==> src/design/rdd_pkg.sv <==
// Shared constants and register codes for the radix digit decomposer.
package rdd_pkg;

  localparam int MAX_DIGITS_DEF  = 16;
  localparam int INDEX_WIDTH_DEF = 32;
  localparam int DIGIT_WIDTH_DEF = 8;

  localparam int RADIX_WIDTH     = 9;
  localparam int COUNT_WIDTH     = 5;
  localparam int CFG_INDEX_WIDTH = 4;
  localparam int CFG_DATA_WIDTH  = 16;
  localparam int QUEUE_DEPTH     = 2;

  localparam logic [RADIX_WIDTH-1:0] RADIX_RESET = RADIX_WIDTH'(2);
  localparam logic [COUNT_WIDTH-1:0] COUNT_RESET = COUNT_WIDTH'(16);

  typedef enum logic [CFG_INDEX_WIDTH-1:0] {
    REG_RADIX       = CFG_INDEX_WIDTH'(0),
    REG_DIGIT_COUNT = CFG_INDEX_WIDTH'(1)
  } cfg_reg_t;

endpackage

==> src/design/rdd_place_table.sv <==
// Configuration registers and place value table, rebuilt after each register write.
module rdd_place_table #(
  parameter int MAX_DIGITS  = 16,
  parameter int INDEX_WIDTH = 32,
  parameter int DIGIT_WIDTH = 8,
  localparam int RW = DIGIT_WIDTH + 1,
  localparam int CW = $clog2(MAX_DIGITS + 1),
  localparam int PW = (MAX_DIGITS > 1) ? $clog2(MAX_DIGITS) : 1
) (
  input  logic                                clk,
  input  logic                                rst_n,
  input  logic                                cfg_valid,
  output logic                                cfg_ready,
  input  logic [rdd_pkg::CFG_INDEX_WIDTH-1:0] cfg_index,
  input  logic [rdd_pkg::CFG_DATA_WIDTH-1:0]  cfg_wdata,
  output logic [RW-1:0]                       eff_radix,
  output logic [CW-1:0]                       eff_count,
  output logic [INDEX_WIDTH-1:0]              total,
  output logic                                total_sat,
  input  logic [PW-1:0]                       rd_addr,
  output logic [INDEX_WIDTH-1:0]              rd_data
);
  import rdd_pkg::*;

  localparam int PROD_W = INDEX_WIDTH + RW;

  typedef enum logic [1:0] {T_IDLE, T_INIT, T_FILL} tstate_t;

  tstate_t                 state_r;
  logic [RADIX_WIDTH-1:0]  radix_r;
  logic [COUNT_WIDTH-1:0]  count_r;
  logic [PW-1:0]           k_r;
  logic [INDEX_WIDTH-1:0]  acc_r;
  logic                    sat_r;
  logic [INDEX_WIDTH-1:0]  total_r;
  logic                    total_sat_r;
  logic [INDEX_WIDTH-1:0]  pv_r [MAX_DIGITS];

  logic [PROD_W-1:0]       prod;
  logic                    over;
  logic [INDEX_WIDTH-1:0]  acc_nxt;

  always_comb begin
    if (radix_r < RADIX_WIDTH'(2)) begin
      eff_radix = RW'(2);
    end else if (32'(radix_r) > (32'd1 << DIGIT_WIDTH)) begin
      eff_radix = RW'(32'd1 << DIGIT_WIDTH);
    end else begin
      eff_radix = RW'(radix_r);
    end
  end

  always_comb begin
    if (count_r == '0) begin
      eff_count = CW'(1);
    end else if (32'(count_r) > 32'(MAX_DIGITS)) begin
      eff_count = CW'(MAX_DIGITS);
    end else begin
      eff_count = CW'(count_r);
    end
  end

  assign prod    = {{RW{1'b0}}, acc_r} * {{INDEX_WIDTH{1'b0}}, eff_radix};
  assign over    = sat_r || (prod[PROD_W-1:INDEX_WIDTH] != '0);
  assign acc_nxt = over ? '1 : prod[INDEX_WIDTH-1:0];

  assign cfg_ready = (state_r == T_IDLE);
  assign total     = total_r;
  assign total_sat = total_sat_r;
  assign rd_data   = pv_r[rd_addr];

  always_ff @(posedge clk) begin
    if (!rst_n) begin
      state_r     <= T_INIT;
      radix_r     <= RADIX_RESET;
      count_r     <= COUNT_RESET;
      total_sat_r <= 1'b0;
    end else begin
      case (state_r)
        T_IDLE: begin
          if (cfg_valid) begin
            if (cfg_index == REG_RADIX) begin
              radix_r <= cfg_wdata[RADIX_WIDTH-1:0];
              state_r <= T_INIT;
            end else if (cfg_index == REG_DIGIT_COUNT) begin
              count_r <= cfg_wdata[COUNT_WIDTH-1:0];
              state_r <= T_INIT;
            end
          end
        end
        T_INIT: begin
          acc_r   <= INDEX_WIDTH'(1);
          sat_r   <= 1'b0;
          k_r     <= PW'(eff_count - CW'(1));
          state_r <= T_FILL;
        end
        T_FILL: begin
          pv_r[k_r] <= acc_r;
          acc_r     <= acc_nxt;
          sat_r     <= over;
          if (k_r == '0) begin
            total_r     <= acc_nxt;
            total_sat_r <= over;
            state_r     <= T_IDLE;
          end else begin
            k_r <= k_r - PW'(1);
          end
        end
        default: begin
          state_r <= T_IDLE;
        end
      endcase
    end
  end

endmodule

==> src/design/rdd_front.sv <==
// Front end: take an index, flag it out of range and fold it below the total.
module rdd_front #(
  parameter int INDEX_WIDTH = 32
) (
  input  logic                   clk,
  input  logic                   rst_n,
  input  logic                   accept,
  input  logic [INDEX_WIDTH-1:0] index_i,
  input  logic [INDEX_WIDTH-1:0] total_i,
  input  logic                   total_sat_i,
  output logic                   busy_o,
  output logic                   q_push,
  output logic [INDEX_WIDTH:0]   q_data,
  input  logic                   q_full
);
  import rdd_pkg::*;

  localparam int SW = $clog2(INDEX_WIDTH);

  typedef enum logic [1:0] {F_IDLE, F_REDUCE, F_PUSH} fstate_t;

  fstate_t                state_r;
  logic [INDEX_WIDTH-1:0] x_r;
  logic [INDEX_WIDTH-1:0] rem_r;
  logic                   oor_r;
  logic [SW-1:0]          cnt_r;

  logic [INDEX_WIDTH:0]   shifted;
  logic [INDEX_WIDTH:0]   diff;
  logic                   ge;
  logic [INDEX_WIDTH-1:0] rem_nxt;
  logic                   oor_nxt;

  assign shifted = {rem_r, x_r[INDEX_WIDTH-1]};
  assign diff    = shifted - {1'b0, total_i};
  assign ge      = shifted >= {1'b0, total_i};
  assign rem_nxt = ge ? diff[INDEX_WIDTH-1:0] : shifted[INDEX_WIDTH-1:0];
  assign oor_nxt = !total_sat_i && (index_i >= total_i);

  assign busy_o = (state_r != F_IDLE);
  assign q_push = (state_r == F_PUSH) && !q_full;
  assign q_data = {oor_r, rem_r};

  always_ff @(posedge clk) begin
    if (!rst_n) begin
      state_r <= F_IDLE;
    end else begin
      case (state_r)
        F_IDLE: begin
          if (accept) begin
            x_r   <= index_i;
            oor_r <= oor_nxt;
            cnt_r <= '0;
            if (oor_nxt) begin
              rem_r   <= '0;
              state_r <= F_REDUCE;
            end else begin
              rem_r   <= index_i;
              state_r <= F_PUSH;
            end
          end
        end
        F_REDUCE: begin
          rem_r <= rem_nxt;
          x_r   <= {x_r[INDEX_WIDTH-2:0], 1'b0};
          cnt_r <= cnt_r + SW'(1);
          if (cnt_r == SW'(INDEX_WIDTH - 1)) begin
            state_r <= F_PUSH;
          end
        end
        F_PUSH: begin
          if (!q_full) begin
            state_r <= F_IDLE;
          end
        end
        default: begin
          state_r <= F_IDLE;
        end
      endcase
    end
  end

endmodule

==> src/design/rdd_queue.sv <==
// Short queue between the front end and the digit engine.
module rdd_queue #(
  parameter int WIDTH = 33,
  parameter int DEPTH = 2
) (
  input  logic             clk,
  input  logic             rst_n,
  input  logic             push,
  input  logic [WIDTH-1:0] push_data,
  output logic             full,
  input  logic             pop,
  output logic [WIDTH-1:0] pop_data,
  output logic             empty
);
  import rdd_pkg::*;

  localparam int AW = (DEPTH > 1) ? $clog2(DEPTH) : 1;
  localparam int NW = $clog2(DEPTH + 1);

  logic [WIDTH-1:0] entry_r [DEPTH];
  logic [AW-1:0]    wr_ptr_r;
  logic [AW-1:0]    rd_ptr_r;
  logic [NW-1:0]    fill_r;
  logic             do_push;
  logic             do_pop;

  assign full     = (fill_r == NW'(DEPTH));
  assign empty    = (fill_r == '0);
  assign do_push  = push && !full;
  assign do_pop   = pop && !empty;
  assign pop_data = entry_r[rd_ptr_r];

  always_ff @(posedge clk) begin
    if (do_push) begin
      entry_r[wr_ptr_r] <= push_data;
    end
  end

  always_ff @(posedge clk) begin
    if (!rst_n) begin
      wr_ptr_r <= '0;
      rd_ptr_r <= '0;
      fill_r   <= '0;
    end else begin
      if (do_push) begin
        wr_ptr_r <= (wr_ptr_r == AW'(DEPTH - 1)) ? '0 : wr_ptr_r + AW'(1);
      end
      if (do_pop) begin
        rd_ptr_r <= (rd_ptr_r == AW'(DEPTH - 1)) ? '0 : rd_ptr_r + AW'(1);
      end
      if (do_push && !do_pop) begin
        fill_r <= fill_r + NW'(1);
      end else if (do_pop && !do_push) begin
        fill_r <= fill_r - NW'(1);
      end
    end
  end

endmodule

==> src/design/rdd_back.sv <==
// Digit engine: restoring division by each place value, one quotient bit a cycle.
module rdd_back #(
  parameter int MAX_DIGITS  = 16,
  parameter int INDEX_WIDTH = 32,
  parameter int DIGIT_WIDTH = 8,
  localparam int CW = $clog2(MAX_DIGITS + 1),
  localparam int PW = (MAX_DIGITS > 1) ? $clog2(MAX_DIGITS) : 1
) (
  input  logic                   clk,
  input  logic                   rst_n,
  input  logic                   q_empty,
  input  logic [INDEX_WIDTH:0]   q_rdata,
  output logic                   q_pop,
  input  logic [CW-1:0]          eff_count,
  output logic [PW-1:0]          pv_addr,
  input  logic [INDEX_WIDTH-1:0] pv_data,
  output logic                   out_strobe,
  output logic [DIGIT_WIDTH-1:0] out_digit,
  output logic [PW-1:0]          out_position,
  output logic                   out_last,
  output logic                   out_oor
);
  import rdd_pkg::*;

  localparam int SW = (DIGIT_WIDTH > 1) ? $clog2(DIGIT_WIDTH) : 1;
  localparam int TW = INDEX_WIDTH + DIGIT_WIDTH;

  typedef enum logic {B_IDLE, B_DIV} bstate_t;

  bstate_t                state_r;
  logic [INDEX_WIDTH-1:0] rem_r;
  logic                   oor_r;
  logic [PW-1:0]          pos_r;
  logic [SW-1:0]          step_r;
  logic [DIGIT_WIDTH-1:0] q_r;
  logic                   out_strobe_r;
  logic [DIGIT_WIDTH-1:0] out_digit_r;
  logic [PW-1:0]          out_position_r;
  logic                   out_last_r;
  logic                   out_oor_r;

  logic [TW-1:0]          trial;
  logic                   ge;
  logic [INDEX_WIDTH-1:0] rem_nxt;
  logic [DIGIT_WIDTH-1:0] q_nxt;
  logic                   last_pos;
  logic                   zero_dig;

  assign trial    = {{DIGIT_WIDTH{1'b0}}, pv_data} << step_r;
  assign ge       = {{DIGIT_WIDTH{1'b0}}, rem_r} >= trial;
  assign rem_nxt  = (ge && !zero_dig) ? (rem_r - trial[INDEX_WIDTH-1:0]) : rem_r;
  assign last_pos = (CW'(CW'(pos_r) + CW'(1)) == eff_count);
  assign zero_dig = (pv_data == '1) && !last_pos;

  always_comb begin
    q_nxt         = q_r;
    q_nxt[step_r] = ge;
  end

  assign q_pop        = (state_r == B_IDLE) && !q_empty;
  assign pv_addr      = pos_r;
  assign out_strobe   = out_strobe_r;
  assign out_digit    = out_digit_r;
  assign out_position = out_position_r;
  assign out_last     = out_last_r;
  assign out_oor      = out_oor_r;

  always_ff @(posedge clk) begin
    if (!rst_n) begin
      state_r      <= B_IDLE;
      out_strobe_r <= 1'b0;
    end else begin
      out_strobe_r <= 1'b0;
      case (state_r)
        B_IDLE: begin
          if (!q_empty) begin
            rem_r   <= q_rdata[INDEX_WIDTH-1:0];
            oor_r   <= q_rdata[INDEX_WIDTH];
            pos_r   <= '0;
            step_r  <= SW'(DIGIT_WIDTH - 1);
            q_r     <= '0;
            state_r <= B_DIV;
          end
        end
        B_DIV: begin
          rem_r <= rem_nxt;
          q_r   <= q_nxt;
          if (step_r == '0) begin
            out_strobe_r   <= 1'b1;
            out_digit_r    <= zero_dig ? '0 : q_nxt;
            out_position_r <= pos_r;
            out_last_r     <= last_pos;
            out_oor_r      <= oor_r;
            q_r            <= '0;
            step_r         <= SW'(DIGIT_WIDTH - 1);
            if (last_pos) begin
              state_r <= B_IDLE;
            end else begin
              pos_r <= pos_r + PW'(1);
            end
          end else begin
            step_r <= step_r - SW'(1);
          end
        end
        default: begin
          state_r <= B_IDLE;
        end
      endcase
    end
  end

endmodule

==> src/design/radix_digit_decomposer.sv <==
// Radix digit decomposer: splits an unsigned index into base-radix digits, MSD first.
//
// Input beat: drive in_index_value with start high; it is taken on an edge where busy is
// low. Each index yields digit_count result beats, one cycle each on out_strobe, position 0
// (most significant) first; out_last marks the final digit, out_out_of_range marks every
// digit of an index at or above radix^digit_count (the higher part is dropped).
// Config: cfg_index 0 is radix, 1 is digit_count; write only when no index is in flight.
// A write to radix or digit_count rebuilds the place value table with one multiply a cycle,
// with cfg_ready and start-acceptance held off meanwhile.
// Flow: after each accepted index the front end holds busy while it pushes the index to the
// queue, waiting while the queue is full, and first folds the remainder when out of
// range, so it takes no new index before the last one is pushed. The digit engine finds
// each digit with its restoring divider and pulls the next entry once it is idle. An index
// passes the fold state when out of range, the push state, the queue, the divider steps
// and the output registers. A two-entry queue lets the front end take further indices
// while the engine is busy.
// Reset: synchronous, active low; restores radix 2 and 16 digits and rebuilds the table
// (busy high meanwhile). The receiver cannot stall: every strobe is a delivered beat.
module radix_digit_decomposer #(
  parameter int MAX_DIGITS  = rdd_pkg::MAX_DIGITS_DEF,
  parameter int INDEX_WIDTH = rdd_pkg::INDEX_WIDTH_DEF,
  parameter int DIGIT_WIDTH = rdd_pkg::DIGIT_WIDTH_DEF,
  localparam int PW = (MAX_DIGITS > 1) ? $clog2(MAX_DIGITS) : 1
) (
  input  logic                                clk,
  input  logic                                rst_n,
  input  logic                                start,
  output logic                                busy,
  input  logic [INDEX_WIDTH-1:0]              in_index_value,
  input  logic                                cfg_valid,
  output logic                                cfg_ready,
  input  logic [rdd_pkg::CFG_INDEX_WIDTH-1:0] cfg_index,
  input  logic [rdd_pkg::CFG_DATA_WIDTH-1:0]  cfg_wdata,
  output logic                                out_strobe,
  output logic [DIGIT_WIDTH-1:0]              out_digit,
  output logic [PW-1:0]                       out_position,
  output logic                                out_last,
  output logic                                out_out_of_range
);
  import rdd_pkg::*;

  localparam int RW = DIGIT_WIDTH + 1;
  localparam int CW = $clog2(MAX_DIGITS + 1);

  logic [RW-1:0]          eff_radix;
  logic [CW-1:0]          eff_count;
  logic [INDEX_WIDTH-1:0] total;
  logic                   total_sat;
  logic [PW-1:0]          pv_addr;
  logic [INDEX_WIDTH-1:0] pv_data;
  logic                   front_busy;
  logic                   accept;
  logic                   q_push;
  logic [INDEX_WIDTH:0]   q_wdata;
  logic                   q_full;
  logic                   q_pop;
  logic [INDEX_WIDTH:0]   q_rdata;
  logic                   q_empty;

  assign busy   = front_busy || !cfg_ready;
  assign accept = start && !busy;

  rdd_place_table #(
    .MAX_DIGITS (MAX_DIGITS),
    .INDEX_WIDTH(INDEX_WIDTH),
    .DIGIT_WIDTH(DIGIT_WIDTH)
  ) u_table (
    .clk      (clk),
    .rst_n    (rst_n),
    .cfg_valid(cfg_valid),
    .cfg_ready(cfg_ready),
    .cfg_index(cfg_index),
    .cfg_wdata(cfg_wdata),
    .eff_radix(eff_radix),
    .eff_count(eff_count),
    .total    (total),
    .total_sat(total_sat),
    .rd_addr  (pv_addr),
    .rd_data  (pv_data)
  );

  rdd_front #(
    .INDEX_WIDTH(INDEX_WIDTH)
  ) u_front (
    .clk        (clk),
    .rst_n      (rst_n),
    .accept     (accept),
    .index_i    (in_index_value),
    .total_i    (total),
    .total_sat_i(total_sat),
    .busy_o     (front_busy),
    .q_push     (q_push),
    .q_data     (q_wdata),
    .q_full     (q_full)
  );

  rdd_queue #(
    .WIDTH(INDEX_WIDTH + 1),
    .DEPTH(QUEUE_DEPTH)
  ) u_queue (
    .clk      (clk),
    .rst_n    (rst_n),
    .push     (q_push),
    .push_data(q_wdata),
    .full     (q_full),
    .pop      (q_pop),
    .pop_data (q_rdata),
    .empty    (q_empty)
  );

  rdd_back #(
    .MAX_DIGITS (MAX_DIGITS),
    .INDEX_WIDTH(INDEX_WIDTH),
    .DIGIT_WIDTH(DIGIT_WIDTH)
  ) u_back (
    .clk         (clk),
    .rst_n       (rst_n),
    .q_empty     (q_empty),
    .q_rdata     (q_rdata),
    .q_pop       (q_pop),
    .eff_count   (eff_count),
    .pv_addr     (pv_addr),
    .pv_data     (pv_data),
    .out_strobe  (out_strobe),
    .out_digit   (out_digit),
    .out_position(out_position),
    .out_last    (out_last),
    .out_oor     (out_out_of_range)
  );

`ifndef SYNTHESIS
  a_digit_below_radix: assert property (@(posedge clk) disable iff (!rst_n)
    out_strobe |-> ({1'b0, out_digit} < eff_radix))
    else $error("digit not below radix");

  a_last_at_count: assert property (@(posedge clk) disable iff (!rst_n)
    (out_strobe && out_last) |-> (out_position == PW'(eff_count - CW'(1))))
    else $error("last beat at wrong position");

  a_accept_goes_busy: assert property (@(posedge clk) disable iff (!rst_n)
    (start && !busy) |=> busy)
    else $error("front end did not hold after accepting an index");
`endif

endmodule

==> config.mk <==
export PLATFORM = sky130hd
export DESIGN_NAME = radix_digit_decomposer
export DESIGN_NICKNAME = d
export VERILOG_FILES = /design/src/design/rdd_pkg.sv /design/src/design/rdd_place_table.sv /design/src/design/rdd_front.sv /design/src/design/rdd_queue.sv /design/src/design/rdd_back.sv /design/src/design/radix_digit_decomposer.sv
export SDC_FILE = /design/constraint.sdc
export NUM_CORES = 2
export LEC_CHECK = 0
export BUFFER_PORTS_ARGS = -buffer_cell sky130_fd_sc_hd__buf_4
export CAP_MARGIN = 30
export CORE_UTILIZATION = 30
export DETAILED_ROUTE_END_ITERATION = 10
export GPL_ROUTABILITY_DRIVEN = 0
export GPL_TIMING_DRIVEN = 0
export SLEW_MARGIN = 20
export SYNTH_ARGS = -nofsm -noshare
export SYNTH_HDL_FRONTEND = slang
export SYNTH_SLANG_ARGS = --single-unit
==> constraint.sdc <==
create_clock -name clk -period 20.6 [get_ports clk]
set_clock_uncertainty 0.05 [all_clocks]
set_input_delay 5.15 -clock clk [delete_from_list [all_inputs] [get_ports clk]]
set_output_delay 5.15 -clock clk [all_outputs]
set_load 0.02 [all_outputs]
==> results_tabular.tex <==
\begin{tabular}{lr}
\hline
Metric & Value \\
\hline
\multicolumn{2}{l}{\textbf{Status}} \\
Run status & finished clean \\
\multicolumn{2}{l}{\textbf{Clocking}} \\
Root cell of the clock tree & sky130\_fd\_sc\_hd\_\_clkbuf\_16 \\
Number of levels in the clock H-tree & 3 \\
Clock tree buffer depth & 3 \\
Setup bufs post-CTS & 0 \\
Total clock buffers created by CTS & 87 \\
Skew-Pair Late Insertion Delay & 690 ps \\
Number of hold buffers added after cts & 0 \\
Post-cts resize count & 0 \\
CTS tree & yes \\
Clock sinks & 809 \\
Clock transition at the registers of the reported paths & 60 ps \\
\multicolumn{2}{l}{\textbf{Cells and area}} \\
Core utilization of the finished layout & 35.31\% \\
N\_diodes & 0 \\
Sequential standard cell area & 23990 µm² \\
Signed area change from the synthesized netlist to the final layout & 16.53\% \\
Final design area excluding fillers & 53070 µm² \\
Fraction of layout instances using a drive strength above 1 & 13.42\% \\
Total of fill cells in the finished design & 14620 \\
Net count reported at finish & 4174 \\
Final non-filler cell total & 5825 \\
Multi-input gate area in the final layout & 19930 µm² \\
\multicolumn{2}{l}{\textbf{Synth}} \\
Top cells by area, synth & sky130\_fd\_sc\_hd\_\_edfxtp\_1 (51\%), sky130\_fd\_sc\_hd\_\_fa\_1 (9.4\%), sky130\_fd\_sc\_hd\_\_mux4\_2 (7.9\%), sky130\_fd\_sc\_hd\_\_ha\_1 (4.6\%), sky130\_fd\_sc\_hd\_\_nand2\_1 (3.5\%) \\
Sequential element share of the synthesized area & 52.68\% \\
Mapped Area & 45540 µm² \\
Distinct cell type count after synthesis & 83 \\
Most used flip-flop cell after synthesis & sky130\_fd\_sc\_hd\_\_edfxtp\_1 \\
Count of state elements after synthesis & 809 \\
Commonest cells in the netlist & sky130\_fd\_sc\_hd\_\_edfxtp\_1 (779), sky130\_fd\_sc\_hd\_\_nand2\_1 (419), sky130\_fd\_sc\_hd\_\_inv\_1 (286) \\
Ys async rst share & 0\% \\
Yosys warning count & 0 \\
Top cell type's share of synthesized area & 51.36\% \\
Mean post-synth cell area & 13.02 µm² \\
Post-Syn Nets & 3935 \\
Number of synthesized flops with an enable pin & 779 \\
Leading area contributor after synthesis & sky130\_fd\_sc\_hd\_\_edfxtp\_1 \\
Top-count cell post-synth & sky130\_fd\_sc\_hd\_\_edfxtp\_1 \\
Synth Instances & 3498 \\
\multicolumn{2}{l}{\textbf{Die}} \\
Count of pins on the block boundary & 73 \\
Die Y-Extent & 391.6 µm \\
Placement row count & 142 \\
Die outline width & 391.6 µm \\
Effective utilization at floorplan & 30.30\% \\
Core region area & 150300 µm² \\
Die Outline Area & 153400 µm² \\
\multicolumn{2}{l}{\textbf{Power}} \\
Internal power & 3.649 mW \\
Switching part of the total power & 34.66\% \\
Combinational power share & 34.9\% \\
Sequential group share of total power & 35.9\% \\
Worst IR Drop VDD & 72.91 µV \\
Static leakage & 19.69 nW \\
Power per unit of standard cell area & 105.2 nW/µm² \\
Switching power & 1.935 mW \\
Clock network fraction of design power & 29.2\% \\
\multicolumn{2}{l}{\textbf{Global route}} \\
Vias in the first global route & 29710 \\
Gr usage total & 16.47\% \\
Initial antenna violation count & 2 \\
GR Overflow Total & 0 \\
Global-route wire length before repair & 189.7 mm \\
Pin count of the biggest net entering global routing & 27 \\
\multicolumn{2}{l}{\textbf{Worst setup path}} \\
Cell seen most often among critical-path stages & sky130\_fd\_sc\_hd\_\_fa\_1 \\
Buffering stage count on the worst path with inverters included & 7 \\
Critical-path maximum fanout & 10 \\
Arrival @ worst endpoint & 8520 ps \\
Worst endpoint required time & 20920 ps \\
Critical path class & reg -> reg \\
Max incr delay on CP & 800 ps \\
Cell type of the slowest stage on the worst timing path & sky130\_fd\_sc\_hd\_\_nor2b\_1 \\
Crit path max-delay family & adder cells \\
CP Cell Sequence & clkbuf\_1 > nor2b\_1 > clkbuf\_1 > nand2\_1 > fa\_1 > inv\_1 > fa\_1 > inv\_1 > fa\_1 > fa\_1 > inv\_1 > ha\_1 > o211ai\_1 > a21oi\_1 > o41ai\_2 > o22a\_1 > o211ai\_1 > xnor2\_1 > o21ai\_0 > or4\_1 > buf\_2 > nor3\_4 > buf\_2 > a21boi\_0 \\
Setup crit start kind & register \\
CP Capture Type & register \\
\multicolumn{2}{l}{\textbf{STA}} \\
Final TNS setup & 0 ps \\
Measured slew at the worst slew-check pin & 1040 ps \\
Relative slew margins & 30.69\% \\
Slew Viols, Final & 0 \\
Maximum clock rate & 0.1220 GHz \\
Number of hold-slack violations in the final timing report & 0 \\
Setup repair after global routing missed its margin & false \\
Final period util & 39.78\% \\
Final setup violation count & 0 \\
Minimum period implied by the final worst setup slack & 8195 ps \\
\multicolumn{2}{l}{\textbf{Route}} \\
Routed via count divided by cell count & 5.072 \\
Initial detailed-routing violation count & 2792 \\
Detailed-route wire length per cell & 21.65 µm \\
Count of antenna-violating nets left after detailed routing & 0 \\
Number of vias after detailed routing & 29550 \\
DRC violations left & 0 \\
Drt total wl & 126.1 mm \\
Iteration count of the initial detailed-routing pass & 6 \\
\multicolumn{2}{l}{\textbf{Placement}} \\
Placed cells & 5647 \\
Final HPWL DP & 93.38 mm \\
Input/output buffers & 65 \\
Standard cell area after detailed placement & 49840 µm² \\
\multicolumn{2}{l}{\textbf{Min path}} \\
Hold Path Class & reg -> reg \\
\multicolumn{2}{l}{\textbf{Job}} \\
Max-capacitance violation count & 0 \\
\hline
\end{tabular}
==> cells by family after synthesis <==
kind of cell             count (synthesis)  share of synthesized area (%)
adder cells (fa/ha/maj)                381                          13.98
flip-flops                             809                          52.68
multiplexers                           237                          9.599
AND/OR/NAND/NOR                        996                          10.51
AO/OA/AOI/OAI                          539                          7.610
XOR/XNOR                                90                          1.747
buffers and inverters                  446                          3.871
==> cells in the final DEF, fill, tap and decap left out, types with 20 or more instances in the layout <==
cell type	instances
sky130_fd_sc_hd__a21o_1	36
sky130_fd_sc_hd__a22oi_1	20
sky130_fd_sc_hd__inv_1	286
sky130_fd_sc_hd__buf_8	20
sky130_fd_sc_hd__nand4_1	27
sky130_fd_sc_hd__a31oi_1	31
sky130_fd_sc_hd__xor2_1	42
sky130_fd_sc_hd__and2_1	198
sky130_fd_sc_hd__fa_1	213
sky130_fd_sc_hd__nand2_1	419
sky130_fd_sc_hd__buf_1	22
sky130_fd_sc_hd__mux4_2	159
sky130_fd_sc_hd__ha_1	168
sky130_fd_sc_hd__buf_4	101
sky130_fd_sc_hd__clkbuf_1	121
sky130_fd_sc_hd__nand3_1	42
sky130_fd_sc_hd__dfxtp_1	30
sky130_fd_sc_hd__edfxtp_1	779
sky130_fd_sc_hd__a21oi_1	131
sky130_fd_sc_hd__clkinv_1	22
sky130_fd_sc_hd__clkbuf_16	87
sky130_fd_sc_hd__nor2_1	131
sky130_fd_sc_hd__mux2i_1	70
sky130_fd_sc_hd__nor2b_1	41
sky130_fd_sc_hd__buf_16	25
sky130_fd_sc_hd__o21a_1	21
sky130_fd_sc_hd__nor3_1	34
sky130_fd_sc_hd__nand2b_1	26
sky130_fd_sc_hd__o21ai_0	128
sky130_fd_sc_hd__a211oi_1	23
sky130_fd_sc_hd__a21boi_0	31
sky130_fd_sc_hd__xnor2_1	47
==> registers in the layout, indices dropped and copies added (netlist names), 9 cells and up, named ones only <==
| name | cells |
|---|---|
| u_table.pv_r | 512 |
| u_queue.entry_r | 66 |
| u_back.rem_r | 32 |
| u_front.rem_r | 32 |
| u_front.x_r | 32 |
| u_table.acc_r | 32 |
| u_table.total | 32 |
| u_table.radix_r | 9 |
==> per-stage QoR <==
| stage | setup WS (ps) | hold slack [ps] | total power, mW |
|---|---|---|---|
| floorplan | 9650 | 350.3 | 3.344 |
| global placement | 5035 | 366.4 | 3.916 |
| detailed placement | 12190 | 372.3 | 3.956 |
| CTS | 12420 | 373.2 | 5.591 |
| global route | 12010 | 378.5 | 5.831 |
| finish | 12410 | 373.2 | 5.584 |
==> path summary, 6_finish.rpt <==
kind              depth (start not counted)          startpoint                 to  slack, ps
setup / recovery                         24  u_table.radix_r[8]  u_table.acc_r[13]      12410
hold reg to reg                           0        u_back.oor_r     u_back.out_oor        370
setup reg to reg                         24  u_table.radix_r[8]  u_table.acc_r[13]      12410
hold / removal                            0        u_back.oor_r     u_back.out_oor        370
==> layout make-up <==
cell class              instances  area share, %
multi-input cells            2243          37.56
plain buffers                 158          1.285
inverters                     288          2.037
repair buffers                150          3.518
well taps                    2016          4.753
flip-flops and latches        809          45.21
clock buffers                 103          4.216
clock inverters                58          1.422
==> power by group through the flow <==
stage / Sequential, mW / Combinational [mW] / Clock [mW]
floorplan: 2.02 / 1.33 / 0
global placement: 2.07 / 1.84 / 0
detailed placement: 2.06 / 1.89 / 0
CTS: 2.03 / 1.91 / 1.65
global route: 2.01 / 2.11 / 1.71
finish: 2.00 / 1.95 / 1.63
==> per-layer routing <==
layer / GRT usage (%) / routed length [µm] / vias to the layer above
met5: 0 / 0 / -
met4: 4.808 / 3684 / 0
met3: 2.078 / 7976 / 205
met2: 26.70 / 59310 / 1074
met1: 23.03 / 55120 / 15070
li1: - / - / 13200
(Power assumes the default switching activity.)
